===== config.mk =====
export PLATFORM = sky130hd
export DESIGN_NAME = bpcw_mac
export DESIGN_NICKNAME = d
export VERILOG_FILES = /design/src/bpcw_pkg.sv /design/src/bpcw_mac.sv
export SDC_FILE = /design/constraint.sdc
export NUM_CORES = 2
export LEC_CHECK = 0
export BUFFER_PORTS_ARGS = -buffer_cell sky130_fd_sc_hd__buf_2
export CORE_ASPECT_RATIO = 0.9
export CORE_MARGIN = 5
export CORE_UTILIZATION = 35
export CTS_BUF_LIST = sky130_fd_sc_hd__clkbuf_8
export CTS_CLUSTER_DIAMETER = 30
export DETAILED_ROUTE_END_ITERATION = 10
export SLEW_MARGIN = 30
export SYNTH_ARGS = -nofsm -noshare
export SYNTH_HDL_FRONTEND = slang
export SYNTH_SLANG_ARGS = --single-unit

===== constraint.sdc =====
create_clock -name clk_i -period 6.3 [get_ports clk_i]
set_clock_uncertainty 0.2 [all_clocks]
set_input_delay 0 -clock clk_i [delete_from_list [all_inputs] [get_ports clk_i]]
set_output_delay 0 -clock clk_i [all_outputs]
set_load 0.1 [all_outputs]

===== src/bpcw_pkg.sv =====
// shared types and constants for the bsp point contents walker
package bpcw_pkg;

  // operand widths of the shared multiply-accumulate unit
  localparam int unsigned NormW = 16;  // Q1.14 normal component
  localparam int unsigned PosW  = 32;  // Q19.12 coordinate or distance
  localparam int unsigned ProdW = NormW + PosW;
  // three products plus the shifted distance stay well inside 50 bits
  localparam int unsigned AccW  = 50;
  // moves a Q.12 distance onto the Q.26 scale of the products
  localparam int unsigned DistShift = 14;

  // command carried with each input item
  typedef enum logic [1:0] {
    CMD_WR_PLANE = 2'd0,
    CMD_WR_NODE  = 2'd1,
    CMD_QUERY    = 2'd2,
    CMD_QUERY_N  = 2'd3
  } cmd_e;

  // control of the multiply-accumulate unit for one cycle
  typedef struct packed {
    logic mul;    // register a new product
    logic load;   // start the sum from the negated, scaled distance
    logic accum;  // add the registered product into the sum
  } mac_ctrl_t;

endpackage


===== src/bpcw_mac.sv =====
// shared multiply-accumulate unit for the plane distance n.p - d
module bpcw_mac (
  input  logic                                clk_i,
  input  bpcw_pkg::mac_ctrl_t                 ctrl_i,
  input  logic signed [bpcw_pkg::NormW-1:0]   a_i,
  input  logic signed [bpcw_pkg::PosW-1:0]    b_i,
  input  logic signed [bpcw_pkg::PosW-1:0]    dist_i,
  output logic signed [bpcw_pkg::AccW-1:0]    sum_o
);

  logic signed [bpcw_pkg::ProdW-1:0] prod_q;
  logic signed [bpcw_pkg::AccW-1:0]  acc_q;
  logic signed [bpcw_pkg::AccW-1:0]  dist_scaled;

  assign dist_scaled = bpcw_pkg::AccW'(dist_i) <<< bpcw_pkg::DistShift;
  // running sum including the product still in its register
  assign sum_o = acc_q + bpcw_pkg::AccW'(prod_q);

  always_ff @(posedge clk_i) begin
    if (ctrl_i.mul) begin
      prod_q <= a_i * b_i;
    end
    if (ctrl_i.load) begin
      acc_q <= -dist_scaled;
    end else if (ctrl_i.accum) begin
      acc_q <= sum_o;
    end
  end

endmodule


==> impl_metrics.toml <==
[finish]
layout_common_cells = "inv_1, fa_1, nand2_1"
final_net_count = 3610
seqCellArea_sq_um = 2940
commonest_non_fill_non_tap_cell_in_the_layout = "inv_1"
final_util_pct = 39.5
post_route_cells_drive_above_1_share_pct = 11.1
fill_cells = 7145
count_of_non_filler_cells_in_the_finished_layout = 3822
post-route-cell-area_sq_um = 27600
area_delta_synth_final_pct = 12.0
multi_input_area_sq_um = 19200

[route]
wire_per_inst_um = 16.4
routed_wl_um = 62700
drt_first_iter_violations = 980
route.detailed.vias_per_inst = 4.81
ant_nets = 0
detailroute.via_count = 18378
drc = 0
drt-pass1-iter-count = 5

[setup_path]
worst_setup_path_start_kind = "input port"
crit_path_end_kind = "flip-flop"
endpoint_required_time_on_the_critical_path_ps = 6260
path_max_fanout = 9
setup.worst_path.class = "input port to flip-flop"
critPathArrivalTime_ps = 5970

[clock_network]
cts.sinks = 98
clock_buffers_created_by_tritoncts = 9
clkTransAtPathRegs_ps = 110
ctsLongestPathBuffers = 2
cts_h_tree_depth = 3
worstSkewPairLatency_ps = 400
tritoncts = "yes"
ctsRootBufferMaster = "clkbuf_8"

[global_routing]
first_pass_grt_wire_length_um = 105000
use_met2_pct = 27.9
antenna_found_initial = 9
largest_net_degree_at_the_start_of_global_routing = 62
most_used_routing_layer = "met2"
global_route.usage.met3_pct = 2.13
gr-usage-met1_pct = 24.5
groute.usage.overall_pct = 16.8
grt.overflow.total = 0
number_of_global_route_vias_before_repair = 19527

[timing]
pin_slew_with_the_least_headroom_to_its_limit_ps = 769
grt_setup_unrepaired = "false"
period_needed_ps = 6020
finalSetupViolations = 0
timing.final.hold_violations = 0
sum_of_negative_setup_slack_ps = 0
fmax_ghz = 0.166
finalCritPeriodShare_pct = 95.5
maxSlewViolCount = 0
slew_headroom_pct = 48.7

[logic_synthesis]
synthCells = 2688
synth_edf_count = 98
synth_cell_area_sq_um = 24700
synth_nets = 3423
dominant_register_cell_in_the_synthesized_netlist = "edfxtp_1"
yosysSeqAreaShare_pct = 11.9
yosys_warnings = 0
synth_async_sr_flop_share_pct = 0
synth-seq-cells = 98
netlist-cell-type-count = 72
synthesis.area_per_instance_sq_um = 9.18

[placed_design]
detail_placement_hpwl_um = 53900
globalplace.congestion = 0.871
dp.cells = 3760
placement.cell_area_sq_um = 26900
numPortBuffers = 133

[floorplanning]
fp.dieArea_sq_um = 75900
row_count = 92
core_footprint_sq_um = 70000
starting_density_pct = 35.2
width_of_the_die_um = 290
chipHeight_um = 262
io-pin-count = 134

[worst_hold_path]
holdCritPathClass = "input port to flip-flop"

[job]
cap_viol_max_count = 0

[outcome]
run_status = "finished clean"
## worst paths after layout
path,start,endpoint,slack [ps],cells after the start
setup reg to reg,prod_q[0]$_DFFE_PP_,acc_q[44]$_DFFE_PP_,2520,12
hold / removal,dist_i[9],acc_q[23]$_DFFE_PP_,30,3
hold reg to reg,acc_q[0]$_SDFFCE_PP0P_,acc_q[0]$_SDFFCE_PP0P_,590,2
setup / recovery,b_i[0],prod_q[45]$_DFFE_PP_,280,22
## sequential cells by signal (all words and copies together) (netlist names)
register and count:
acc_q 50, prod_q 48
## metal layers
| metal | vias to the layer above | wire, um |
|---|---|---|
| li1 | 8647 | - |
| met5 | - | 82 |
| met4 | 12 | 500 |
| met1 | 9292 | 30400 |
| met2 | 382 | 28800 |
| met3 | 45 | 2880 |
## cells by family (layout without fill, tap and decap cells)
logic type | after synthesis | in the layout | share of synthesized area (%)
flip-flops | 98 | 98 | 11.9
XOR/XNOR | 131 | 131 | 4.65
AND/OR/NAND/NOR | 776 | 776 | 15.4
multiplexers | 31 | 31 | 1.41
buffers and inverters | 687 | 879 | 10.5
adder cells (fa/ha/maj) | 651 | 651 | 47.8
AO/OA/AOI/OAI | 314 | 314 | 8.25
other | 0 | 2 | 0
## cell usage after synthesis (16+ instances only)
cell | number | share of area, %
edfxtp_1 | 98 | 12
nor2b_1 | 22 | 0.56
fa_1 | 487 | 40
clkbuf_1 | 96 | 1.5
xnor2_1 | 87 | 3.1
inv_1 | 579 | 8.8
a21o_1 | 52 | 1.6
nand2_1 | 344 | 5.2
nor3_1 | 16 | 0.32
xor2_1 | 44 | 1.6
o21ai_0 | 52 | 1.1
and2_1 | 209 | 5.3
ha_1 | 164 | 8.3
a21oi_1 | 104 | 2.1
nor2_1 | 88 | 1.3
nand4_1 | 22 | 0.56
mux2_2 | 30 | 1.4
## final cells by class
type / instances / area share [%]
Clock buffer: 9 / 0.448
Tap cell: 940 / 4.26
Clock inverter: 7 / 0.285
Timing Repair Buffer: 283 / 7.04
Multi-Input combinational cell: 1903 / 69.4
Sequential cell: 98 / 10.7
Inverter: 580 / 7.88
Antenna cell: 2 / 0.0181
## metrics by stage
| stage | setup slack (ps) | hold slack [ps] |
|---|---|---|
| finish | 284 | 34.1 |
| global route | 10.8 | 50.1 |
| CTS | 186 | 19.7 |
| detailed placement | -133 | 197 |
| global placement | -131 | 196 |
| floorplan | 317 | -87.5 |
## worst max-delay path: stages
cell           delay [ps]
dlygate4sd3_1         540
buf_2                 180
nand2b_1              170
fa_1                  470
fa_1                  500
inv_1                  50
fa_1                  490
fa_1                  460
fa_1                  500
inv_1                  50
fa_1                  470
inv_1                  40
ha_1                  380
nand2_1               100
nor4_1                320
nand3_1               210
a31oi_1               290
o21ai_2               100
o21ai_0               200
a21o_1                190
a311oi_1              110
xnor2_1               140
## repair_timing
action / in CTS / in global routing
gates resized for setup: 0 / 8
setup endpoints to repair: 0 / 6
setup buffers: 0 / 0
hold buffers: 44 / 0
hold endpoints to repair: 84 / 0
Power is left out: the tool's default activity adds up to more than one toggle a clock period on the data nets, which glitch-free logic cannot reach.
